**src/kfc_pkg.sv**
```systemverilog
`timescale 1ns / 1ps
// ---------------------------------------------------------------------------
// KISS frame checker package
// Shared constants, types and the byte-wide CRC-32 update.
// ---------------------------------------------------------------------------
package kfc_pkg;

  localparam int          BUF_DEPTH_DEF = 256;
  localparam int          MIN_FRAME     = 10;
  localparam int          PLEN_W        = 8;
  localparam logic [7:0]  KISS_FEND     = 8'hC0;
  localparam logic [7:0]  KISS_FESC     = 8'hDB;
  localparam logic [7:0]  KISS_TFEND    = 8'hDC;
  localparam logic [7:0]  KISS_TFESC    = 8'hDD;
  localparam logic [31:0] CRC_POLY      = 32'hEDB88320;
  localparam logic [31:0] CRC_INIT      = 32'hFFFFFFFF;
  localparam logic [31:0] MAGIC_RESET   = 32'h44564F70;
  localparam int          ADDR_W        = 3;

  typedef enum logic [0:0] {
    REG_MAGIC = 1'b0
  } reg_idx_t;

  typedef enum logic [1:0] {
    ST_VALID     = 2'd0,
    ST_CRC_ERR   = 2'd1,
    ST_BAD_MAGIC = 2'd2,
    ST_OVERFLOW  = 2'd3
  } status_t;

  typedef struct packed {
    status_t             status;
    logic [15:0]         received_seq;
    logic [15:0]         expected_seq;
    logic [PLEN_W-1:0]   payload_length;
    logic [31:0]         computed_crc;
    logic [31:0]         received_crc;
  } result_t;

  function automatic logic [31:0] crc_byte(input logic [31:0] crc_in, input logic [7:0] b);
    logic [31:0] c;
    c = crc_in ^ {24'd0, b};
    for (int k = 0; k < 8; k++) begin
      if (c[0]) begin
        c = (c >> 1) ^ CRC_POLY;
      end else begin
        c = c >> 1;
      end
    end
    return c;
  endfunction

endpackage

```
**src/kfc_core.sv**
```systemverilog
`timescale 1ns / 1ps
// ---------------------------------------------------------------------------
// KISS frame checker core
// Unescapes one byte per cycle while fire is high, tracks frame state and builds the result.
// ---------------------------------------------------------------------------
module kfc_core
  import kfc_pkg::*;
#(
  parameter int BUF_DEPTH = BUF_DEPTH_DEF
)
(
  input  logic        clk,
  input  logic        rst_n,
  input  logic        fire,
  input  logic [7:0]  rx_byte,
  input  logic [31:0] magic_word,
  output logic        res_valid,
  output result_t     res
);

  localparam int CNT_W = $clog2(BUF_DEPTH + 1);

  logic             escape_r, escape_nxt;
  logic [CNT_W-1:0] count_r, count_nxt;
  logic             ovf_r, ovf_nxt;
  logic [31:0]      magic_r, magic_nxt;
  logic [15:0]      seq_r, seq_nxt;
  logic [31:0]      crc_r, crc_nxt;
  logic [31:0]      tail_r, tail_nxt;
  logic [15:0]      lseq_r, lseq_nxt;

  logic             is_data;
  logic             is_end;
  logic [7:0]       data_byte;
  logic [CNT_W-1:0] diff;
  logic [31:0]      crc_out;

  always_comb begin
    is_data    = 1'b0;
    is_end     = 1'b0;
    data_byte  = rx_byte;
    escape_nxt = escape_r;
    if (escape_r) begin
      escape_nxt = 1'b0;
      is_data    = 1'b1;
      if (rx_byte == KISS_TFEND) begin
        data_byte = KISS_FEND;
      end else if (rx_byte == KISS_TFESC) begin
        data_byte = KISS_FESC;
      end
    end else if (rx_byte == KISS_FESC) begin
      escape_nxt = 1'b1;
    end else if (rx_byte != KISS_FEND) begin
      is_data = 1'b1;
    end else begin
      is_end = 1'b1;
    end
  end

  assign diff    = count_r - CNT_W'(11);
  assign crc_out = ~crc_r;

  always_comb begin
    count_nxt = count_r;
    ovf_nxt   = ovf_r;
    magic_nxt = magic_r;
    seq_nxt   = seq_r;
    crc_nxt   = crc_r;
    tail_nxt  = tail_r;
    lseq_nxt  = lseq_r;
    res_valid = 1'b0;
    res       = '0;
    res.expected_seq = lseq_r;
    if (is_data) begin
      if (32'(count_r) >= BUF_DEPTH) begin
        ovf_nxt = 1'b1;
      end else begin
        if (count_r >= CNT_W'(1) && count_r <= CNT_W'(4)) begin
          magic_nxt = {magic_r[23:0], data_byte};
        end
        if (count_r == CNT_W'(5) || count_r == CNT_W'(6)) begin
          seq_nxt = {seq_r[7:0], data_byte};
        end
        if (count_r >= CNT_W'(9)) begin
          crc_nxt = crc_byte(crc_r, tail_r[31:24]);
        end
        tail_nxt  = {tail_r[23:0], data_byte};
        count_nxt = count_r + CNT_W'(1);
      end
    end else if (is_end) begin
      count_nxt = '0;
      ovf_nxt   = 1'b0;
      magic_nxt = '0;
      seq_nxt   = '0;
      crc_nxt   = CRC_INIT;
      tail_nxt  = '0;
      if (ovf_r) begin
        res_valid  = 1'b1;
        res.status = ST_OVERFLOW;
      end else if (32'(count_r) >= MIN_FRAME) begin
        res_valid        = 1'b1;
        res.received_seq = seq_r;
        res.computed_crc = crc_out;
        res.received_crc = tail_r;
        if (32'(count_r) < 11) begin
          res.payload_length = '0;
        end else if (32'(diff) > 255) begin
          res.payload_length = '1;
        end else begin
          res.payload_length = PLEN_W'(diff);
        end
        if (magic_r != magic_word) begin
          res.status = ST_BAD_MAGIC;
        end else begin
          res.status = (crc_out == tail_r) ? ST_VALID : ST_CRC_ERR;
          lseq_nxt   = lseq_r + 16'd1;
        end
      end
    end
  end

  always_ff @(posedge clk) begin
    if (!rst_n) begin
      escape_r <= 1'b0;
      count_r  <= '0;
      ovf_r    <= 1'b0;
      magic_r  <= '0;
      seq_r    <= '0;
      crc_r    <= CRC_INIT;
      tail_r   <= '0;
      lseq_r   <= 16'd1;
    end else if (fire) begin
      escape_r <= escape_nxt;
      count_r  <= count_nxt;
      ovf_r    <= ovf_nxt;
      magic_r  <= magic_nxt;
      seq_r    <= seq_nxt;
      crc_r    <= crc_nxt;
      tail_r   <= tail_nxt;
      lseq_r   <= lseq_nxt;
    end
  end

endmodule

```
**config.mk**
```make
export PLATFORM = sky130hd
export DESIGN_NAME = kfc_core
export DESIGN_NICKNAME = d
export VERILOG_FILES = /design/src/kfc_pkg.sv /design/src/kfc_core.sv
export SDC_FILE = /design/constraint.sdc
export NUM_CORES = 1
export LEC_CHECK = 0
export BUFFER_PORTS_ARGS = -buffer_cell sky130_fd_sc_hd__buf_2
export CELL_PAD_IN_SITES_DETAIL_PLACEMENT = 2
export CELL_PAD_IN_SITES_GLOBAL_PLACEMENT = 2
export CORE_MARGIN = 5
export CORE_UTILIZATION = 32
export CTS_CLUSTER_DIAMETER = 50
export DETAILED_ROUTE_END_ITERATION = 8
export PLACE_DENSITY = 0.83
export SETUP_SLACK_MARGIN = 0.4
export SYNTH_ARGS = -nofsm -noshare
export SYNTH_HDL_FRONTEND = slang
export SYNTH_SLANG_ARGS = --single-unit
```
**constraint.sdc**
```tcl
create_clock -name clk -period 3.3 [get_ports clk]
set_input_delay 0.495 -clock clk [delete_from_list [all_inputs] [get_ports clk]]
set_output_delay 0.495 -clock clk [all_outputs]
set_load 0.05 [all_outputs]
```
==> results of run 1 <==
state kept, by name, summed over array words and instances (netlist names):
| register | count |
|---|---|
| count_r | 9 |
| crc_r | 32 |
| escape_r | 1 |
| lseq_r | 16 |
| magic_r | 32 |
| ovf_r | 1 |
| seq_r | 16 |
| tail_r | 32 |
cells in the final DEF (no fill, tap or decap), types with 5 or more instances in the layout:
master / instances
xor2_1: 82
nor2_1: 68
nand2_1: 112
a22oi_1: 28
buf_12: 7
xnor2_1: 70
clkbuf_16: 20
and4_1: 5
nand3_1: 22
o21ai_1: 9
buf_6: 49
dfxtp_1: 135
nor2_4: 32
buf_4: 50
ha_1: 5
nand4_1: 16
o21ai_0: 17
a21oi_1: 62
nor4_2: 9
mux2i_1: 8
or3_1: 6
and3_1: 8
and2_4: 41
buf_2: 57
nor3_1: 21
nor4_1: 7
a21oi_4: 10
inv_1: 11
buf_8: 39
o22ai_1: 12
cells by family (layout without fill, tap and decap cells):
kind of cell / Yosys count / after routing
AND/OR/NAND/NOR: 374 / 375
AO/OA/AOI/OAI: 160 / 160
XOR/XNOR: 155 / 155
flip-flops: 139 / 139
buffers and inverters: 68 / 251
multiplexers: 8 / 8
adder cells (fa/ha/maj): 5 / 5
worst max path at each step:
stage | from | end | slack [ps] | cells after the start
2_1_floorplan | rx_byte[0] | res[43] | 280 | 5
5_1_grt | magic_r[13] | res[104] | 180 | 7
3_3_place_gp | rx_byte[1] | res[41] | 130 | 7
6_report | rx_byte[0] | res[32] | 230 | 7
4_1_cts | rx_byte[0] | res[32] | 250 | 7
3_5_place_dp | rx_byte[1] | magic_r[27] | 60 | 7
per-stage QoR:
stage	setup slack (ps)	hold WS [ps]	util, %	instance area, um2
global placement	128	435	39.5	8980
detailed placement	61.7	446	39.5	8980
CTS	255	368	44.4	10100
global route	181	393	47.1	10700
finish	231	394	47.1	10700
floorplan	277	427	-	7760
per-layer routing:
metal | wire length, um | part of all wire, % | vias to the layer above | global-route usage, %
met5 | 0 | 0 | - | 0
met4 | 2020 | 5.1 | 0 | 11.9
met3 | 1990 | 5.0 | 129 | 6.29
met2 | 20800 | 52 | 321 | 46.9
met1 | 15000 | 38 | 4038 | 28.3
li1 | - | - | 3432 | -
power groups by stage:
stage	clock (mW)	combinational [mW]	sequential, mW
global placement	0	0.292	1.78
floorplan	0	0.196	1.76
CTS	1.87	0.326	1.74
finish	1.89	0.359	1.75
global route	1.96	0.378	1.75
detailed placement	0	0.304	1.78
worst max-delay path, stage by stage:
cell and delay [ps]:
buf_6 90, or4_4 540, or2_4 270, or4_4 620, buf_4 220, nor2_4 160, buf_8 170
area by class of cell:
class,instances,area [um2],area share (%)
multi-input cells,703,4890,45.7
flip-flops and latches,139,2790,26.1
repair buffers,207,2070,19.3
clock buffers,18,439,4.10
well taps,285,357,3.33
clock inverters,14,111,1.04
inverters,12,45.0,0.421
repair_timing:
item                       4_1_cts  5_1_grt
setup buffers                    6        5
pin swaps                        9        4
setup endpoints to repair       90      137
gates resized for setup        146      165
cloned                           2        4
hold buffers                     0        0
==> flow_summary.toml, run 1 <==
[run_status]
status = "finished clean"

[clock_tree]
clk_pin_slew_worst_paths_ps = 60
cts_tree = "built"
clock_sinks = 139
ctsLongestPathBuffers = 2
cts_buffers = 17
root_buffer = "clkbuf_16"
clock_latency_ps = 440
htreeDepth = 4

[routing]
vias = 7920
drtIter0Drc = 551
drtPass1Iterations = 5
viasPerCell = 5.75
wirelength_um = 39800
ant_nets = 0
route.detailed.drc = 0
wl_per_cell_um = 28.9

[power]
power_mw = 3.99
p_switching_mw = 1.17
p_clk_share_pct = 47.3
switching_share_pct = 29.4
cellInternalPower_mw = 2.82
power.leakage_nw = 4.15
ir_worst_vdd_mv = 0.298
p_seq_share_pct = 43.7
pwr-share-comb_pct = 9.0
powerDensity_mw_per_mm2 = 373

[yosys]
synth_area_leaders = "dfxtp_1, xor2_1, xnor2_1"
avgSynthCellArea_um2 = 8.13
yosys.area_share.simple_pct = 24.4
yosysMostFrequentCell = "dfxtp_1"
yosysTopAreaCell = "dfxtp_1"
syn_inst = 909
synthTopCellsByCount = "dfxtp_1, nand2_1, nor2_1"
synthAdderAreaFrac_pct = 0.847
synth_top_family_by_area = "simple AND/OR/NAND/NOR gates"
async_flop_share_pct = 0
synth_fp_nets = 957
ys_seq_elements = 139
syn_area_mm2 = 0.00739
yosys.area_share.xor_xnor_pct = 18.8
synthFlopType = "dfxtp_1"
yosys_warnings = 0
synth.area.mux_share_pct = 1.08
yosysTopAreaCellShare_pct = 37.7
synth.distinct_cells = 52
synth_compound_area_share_pct = 13.3
synth_edf_count = 0
yosysSeqAreaShare_pct = 37.7

[global_route]
grt_max_degree = 42
grt_pass1_wl_um = 51900
grt_overflow = 0
antenna_found_initial = 0
grt_use_total_pct = 25.8
grt_pass1_vias = 8455

[die]
num_io_pins = 150
chipWidth_um = 162
die_area_mm2 = 0.0262
die_y_um = 162
core-area_mm2 = 0.0227
initial_core_util_pct = 32.5
rows = 55

[timing]
tightest_slew_ps = 1040
setup_viol = 0
clock.fmax_ghz = 0.326
period_needed_ps = 3070
finalCritPeriodShare_pct = 93.0
skew_ps = 12.1
max-slew-margin-rel_pct = 30.6
slew_violations = 0
setup_tns_ps = 0
finalHoldViolations = 0
rsz0062_at_grt = "yes"

[critical_path]
critPathLaunchType = "primary input"
r2r_slack_ps = 360
r2r_end = "crc_r[14]"
end_kind = "output pin"
cp_max_fo = 6
reg2reg_from = "crc_r[6]"
cp.required_ps = 2800
r2r_cells = 7
path_class = "in -> out"
arrival_ps = 2570

[hold_path]
holdCritPathClass = "in -> reg"
worstHoldPathCells = 3
worstHoldStart = "rx_byte[5]"
worstHoldEndpoint = "tail_r[5]"

[finish]
stdcell_count = 1378
diodes = 0
fillCellCount = 2449
drive_above_1_share_pct = 33.3
area_delta_synth_final_pct = 44.9
final_nets = 1128

[place]
portBuffers = 149
dp_hpwl_um = 21300
gp_congestion = 0.832
placed_cells = 1329

[run]
cap_violations = 0
(Power assumes the default switching activity.)
==> run 2: changes to the inputs <==
--- a/config.mk
+++ b/config.mk
@@ -5,14 +5,16 @@
 export SDC_FILE = /design/constraint.sdc
 export NUM_CORES = 1
 export LEC_CHECK = 0
+export ABC_AREA = 1
 export BUFFER_PORTS_ARGS = -buffer_cell sky130_fd_sc_hd__buf_2
 export CELL_PAD_IN_SITES_DETAIL_PLACEMENT = 2
 export CELL_PAD_IN_SITES_GLOBAL_PLACEMENT = 2
 export CORE_MARGIN = 5
-export CORE_UTILIZATION = 32
+export CORE_UTILIZATION = 30
 export CTS_CLUSTER_DIAMETER = 50
 export DETAILED_ROUTE_END_ITERATION = 8
 export PLACE_DENSITY = 0.83
+export RECOVER_POWER = 50
 export SETUP_SLACK_MARGIN = 0.4
 export SYNTH_ARGS = -nofsm -noshare
 export SYNTH_HDL_FRONTEND = slang
==> flow_summary.toml, run 2 <==
[yosys]
syn_inst = 1375
synth.area.mux_share_pct = 0
avgSynthCellArea_um2 = 6.35
syn_area_mm2 = 0.00874
synth_area_leaders = "dfxtp_1, nand2_1, nor2_1"
yosys.area_share.xor_xnor_pct = 10.0
synthAdderAreaFrac_pct = 0.716
yosysTopAreaCellShare_pct = 31.9
synth_compound_area_share_pct = 12.5
synth_top_family_by_area = "simple AND/OR/NAND/NOR gates"
yosysTopAreaCell = "dfxtp_1"
yosys_warnings = 0
synthFlopType = "dfxtp_1"
ys_seq_elements = 139
async_flop_share_pct = 0
yosysMostFrequentCell = "nand2_1"
yosys.area_share.simple_pct = 33.5
synth_fp_nets = 1423
synth.distinct_cells = 40
synth_edf_count = 0
yosysSeqAreaShare_pct = 31.9
synthTopCellsByCount = "nand2_1, nor2_1, inv_1"

[clock_tree]
root_buffer = "clkbuf_16"
cts_buffers = 17
clock_sinks = 139
hold_buffers = 0
cts_tree = "built"
htreeDepth = 4
clock_latency_ps = 450
clk_pin_slew_worst_paths_ps = 70
ctsLongestPathBuffers = 2

[timing]
slew_violations = 0
finalHoldViolations = 0
period_needed_ps = 2870
max-slew-margin-rel_pct = 40.4
rsz0062_at_grt = "yes"
setup_viol = 0
finalCritPeriodShare_pct = 86.8
setup_tns_ps = 0
clock.fmax_ghz = 0.349
skew_ps = 12.4
tightest_slew_ps = 888

[global_route]
grt_pass1_vias = 10380
grt_max_degree = 48
grt_pass1_wl_um = 57500
antenna_found_initial = 1
grt_use_total_pct = 21.9
grt_overflow = 0

[routing]
viasPerCell = 5.01
drtPass1Iterations = 4
drtIter0Drc = 441
route.detailed.drc = 0
ant_nets = 0
vias = 9558
wirelength_um = 36900
wl_per_cell_um = 19.3

[critical_path]
path_class = "reg -> out"
end_kind = "output pin"
path_depth = 7
crit_path_top_delay_cell = "nor2_1"
critPathLaunchType = "flip-flop"
startpoint = "escape_r"
reg2reg_from = "escape_r"
path_cells = "nor2_1, nand3_1, nor2_1, nand3_4, buf_6, nor2_1, buf_2"
r2r_cells = 9
arrival_ps = 2370
endpoint = "res[40]"
r2r_end = "tail_r[29]"
crit_family = "simple AND/OR/NAND/NOR gates"
critPathMaxStageDelay_ps = 450
cp_max_fo = 37
critPathBufInv = 2
crit_top_cell = "nor2_1"
cp.required_ps = 2800
r2r_slack_ps = 460

[place]
dp_hpwl_um = 27200
portBuffers = 149
gp_congestion = 0.893
placed_cell_area_mm2 = 0.00981

[die]
rows = 62
chipWidth_um = 181
initial_core_util_pct = 30.4
die_y_um = 181
die_area_mm2 = 0.0326
core-area_mm2 = 0.0287
num_io_pins = 150

[power]
ir_worst_vdd_mv = 0.400
powerDensity_mw_per_mm2 = 427
power.leakage_nw = 4.79

[finish]
fillCellCount = 3599
drive_above_1_share_pct = 15.7
design_area_mm2 = 0.0105
final_cell_mix = "nand2_1, nor2_1, inv_1"
final_common_cell = "nand2_1"
final_nets = 1559
area_delta_synth_final_pct = 20.2
reg_top3 = "crc_r x32, magic_r x32, tail_r x32"

[run]
cap_violations = 0

[hold_path]
holdCritPathClass = "in -> reg"

[run_status]
status = "finished clean"
run 2: cell type report:
| cell class | count | area, um2 | area share, % |
|---|---|---|---|
| Sequential cell | 139 | 2790 | 26.6 |
| Inverter | 193 | 728 | 6.93 |
| Clock inverter | 15 | 150 | 1.43 |
| Tap cell | 384 | 480 | 4.57 |
| Antenna cell | 1 | 2.50 | 0.0238 |
| Multi-Input combinational cell | 990 | 5020 | 47.8 |
| Timing Repair Buffer | 170 | 905 | 8.61 |
| Clock buffer | 17 | 425 | 4.05 |
run 2: metrics by stage:
step	cells	utilization [%]	power, mW	hold slack [ps]	worst slack [ps]
after floorplan	1375	-	2.29	437	401
after global placement	1869	34.2	2.50	451	602
after detailed placement	1869	34.2	2.53	461	527
after CTS	1905	36.5	4.50	400	398
after global routing	1909	36.6	4.66	404	226
final	1909	36.6	4.48	377	434
run 2: how the worst min path moves through the flow:
stage | start | end | cells after the start
2_1_floorplan | seq_r[8] | seq_r[8] | 2
3_3_place_gp | seq_r[8] | seq_r[8] | 2
3_5_place_dp | seq_r[8] | seq_r[8] | 2
4_1_cts | rx_byte[5] | magic_r[5] | 3
5_1_grt | fire | escape_r | 3
6_report | fire | escape_r | 3
run 2: repair_timing:
item                       CTS  global route
hold endpoints to repair     0             0
buffers inserted             3             3
resized for setup           22            22
pin swaps                    3             6
setup endpoints to repair   68            70
cloned                       1             0
run 2: worst min-delay path, cell delays in order:
cell	delay [ps]
buf_2	120
inv_1	70
a211oi_1	70
run 2: cells by family after synthesis:
| kind of cell | count (synthesis) |
|---|---|
| AOI/OAI and AO/OA | 189 |
| and+or+nand+nor | 703 |
| DFF | 139 |
| buffers and inverters | 247 |
| xor gates and xnor gates | 92 |
| adders and majority gates | 5 |
run 2: layer usage:
| metal | GRT usage [%] | up-vias | wire length [um] |
|---|---|---|---|
| met5 | 0 | - | 0 |
| met4 | 6.17 | 0 | 735 |
| met3 | 3.29 | 39 | 1100 |
| met2 | 38.2 | 149 | 18000 |
| met1 | 28.2 | 4805 | 17000 |
| li1 | - | 4565 | - |
run 2: power by group:
group / internal (mW) / switching, mW / total, mW
Combinational: 0.233 / 0.490 / 0.723
Sequential: 1.73 / 0.0637 / 1.79
Clock: 1.07 / 0.902 / 1.97
==> run 3: changes to the inputs <==
--- a/config.mk
+++ b/config.mk
@@ -16,6 +16,7 @@
 export PLACE_DENSITY = 0.83
 export RECOVER_POWER = 50
 export SETUP_SLACK_MARGIN = 0.4
+export SLEW_MARGIN = 20
 export SYNTH_ARGS = -nofsm -noshare
 export SYNTH_HDL_FRONTEND = slang
 export SYNTH_SLANG_ARGS = --single-unit
==> constraint.sdc (replaced) <==
create_clock -name clk -period 2.8 [get_ports clk]
set_input_delay 0.42 -clock clk [delete_from_list [all_inputs] [get_ports clk]]
set_output_delay 0.42 -clock clk [all_outputs]
set_load 0.05 [all_outputs]
==> flow_summary.toml, run 3 (synthesized netlist as in run 2, its figures left out) <==
[critical_path]
end_kind = "flip-flop"
r2r_slack_ps = -10
arrival_ps = 3130
cp_max_fo = 25
cp.required_ps = 3110
critPathLaunchType = "flip-flop"
path_class = "reg -> reg"

[die]
chipWidth_um = 181
num_io_pins = 150
die_y_um = 181
core-area_mm2 = 0.0287
rows = 62
initial_core_util_pct = 30.4
die_area_mm2 = 0.0326

[clock_tree]
htreeDepth = 4
cts_buffers = 17
clock_latency_ps = 450
root_buffer = "clkbuf_16"
ctsLongestPathBuffers = 2
cts_tree = "built"
clock_sinks = 139
clk_pin_slew_worst_paths_ps = 70

[timing]
setup_viol = 1
tightest_slew_ps = 1120
rsz0062_at_grt = "yes"
finalHoldViolations = 0
skew_ps = 18.0
setup_ws_ps = -13.4
period_needed_ps = 2810
setup_tns_ps = -13.4
slew_violations = 0
clock.fmax_ghz = 0.355
finalCritPeriodShare_pct = 100
max-slew-margin-rel_pct = 25.3

[place]
gp_congestion = 0.892
portBuffers = 149
dp_hpwl_um = 27200
place_ws_ps = 191
placed_cells = 1874

[routing]
wl_per_cell_um = 26.4
drtIter0Drc = 805
drtPass1Iterations = 5
route.detailed.drc = 0
wirelength_um = 51900
viasPerCell = 5.50
vias = 10806
ant_nets = 0

[finish]
final_nets = 1613
reg_top3 = "crc_r x32, magic_r x32, tail_r x32"
drive_above_1_share_pct = 31.2
final_cell_mix = "nand2_1, inv_1, nor2_1"
stdcell_count = 1965
area_delta_synth_final_pct = 46.4
final_common_cell = "nand2_1"

[hold_path]
holdCritPathClass = "in -> reg"

[power]
power.leakage_nw = 5.31
cellInternalPower_mw = 3.52
powerDensity_mw_per_mm2 = 430
switching_share_pct = 36.1
p_clk_share_pct = 41.5
pwr-share-comb_pct = 19.8
p_switching_mw = 1.98
p_seq_share_pct = 38.7
ir_worst_vdd_mv = 0.464

[run_status]
violations = "negative setup slack"
status = "complete, but fails checks"

[global_route]
grt_overflow = 0
antenna_found_initial = 3
grt_use_total_pct = 23.8
grt_pass1_wl_um = 62200
grt_pass1_vias = 10879
grt_max_degree = 43

[run]
cap_violations = 0
run 3: cell types whose count changed in the layout (fill, tap and decap cells not counted), moves of 37 or more:
cell	delta
nor2_1	-95
nor2_4	+82
buf_2	-81
buf_6	+55
dfxtp_1	-53
dfxtp_2	+37
run 3: metrics by stage:
stage	total power [mW]	util (%)	cell area [um2]	hold slack, ps
after floorplan	2.70	-	8740	437
after global placement	2.95	34.4	9880	452
after global routing	5.66	44.6	12800	392
final	5.50	44.6	12800	366
after detailed placement	3.00	34.4	9880	470
after CTS	5.28	39.5	11300	331
run 3: per-layer routing:
metal / vias to the layer above / part of all wire (%) / routed length (um) / global-route usage, %
li1: 4690 / - / - / -
met1: 5467 / 39 / 20400 / 30.0
met2: 458 / 50 / 26100 / 40.8
met3: 191 / 5.4 / 2810 / 3.31
met4: 0 / 5.1 / 2630 / 9.68
met5: - / 0 / 0 / 0
run 3: power groups by stage:
| stage | Clock (mW) | Sequential (mW) | Combinational [mW] |
|---|---|---|---|
| floorplan | 0 | 2.13 | 0.573 |
| global placement | 0 | 2.16 | 0.792 |
| detailed placement | 0 | 2.16 | 0.835 |
| CTS | 2.26 | 2.11 | 0.902 |
| global route | 2.37 | 2.13 | 1.16 |
| finish | 2.28 | 2.13 | 1.09 |
run 3: path summary, 6_finish.rpt:
path | from | to | cells past startpoint
max | escape_r | crc_r[23] | 9
min reg2reg | magic_r[27] | magic_r[27] | 2
max reg2reg | escape_r | crc_r[23] | 9
min | fire | escape_r | 3
run 3: timing repair:
| item | 4_1_cts | 5_1_grt |
|---|---|---|
| setup endpoints to repair | 91 | 91 |
| hold buffers | 0 | 0 |
| setup buffers | 25 | 18 |
| gates cloned | 1 | 12 |
| resized for setup | 265 | 296 |
| pin swaps | 34 | 33 |
run 3: critical path, cell delays in order, from the launching register on:
cell,delay [ps]
dfxtp_1,380
inv_1,100
nand3_1,140
nand2_1,100
inv_1,240
o21ai_4,210
inv_1,390
nand2_2,520
a21oi_1,450
nand2_1,130
run 3: final cells by class:
type                            instances  area [um2]
Antenna cell                            3        7.51
Clock buffer                           17         425
Clock inverter                         15         128
Fill cell                            3333       15900
Inverter                              193         737
Multi-Input combinational cell        989        5890
Sequential cell                       139        2900
Tap cell                              384         480
Timing Repair Buffer                  225        2230
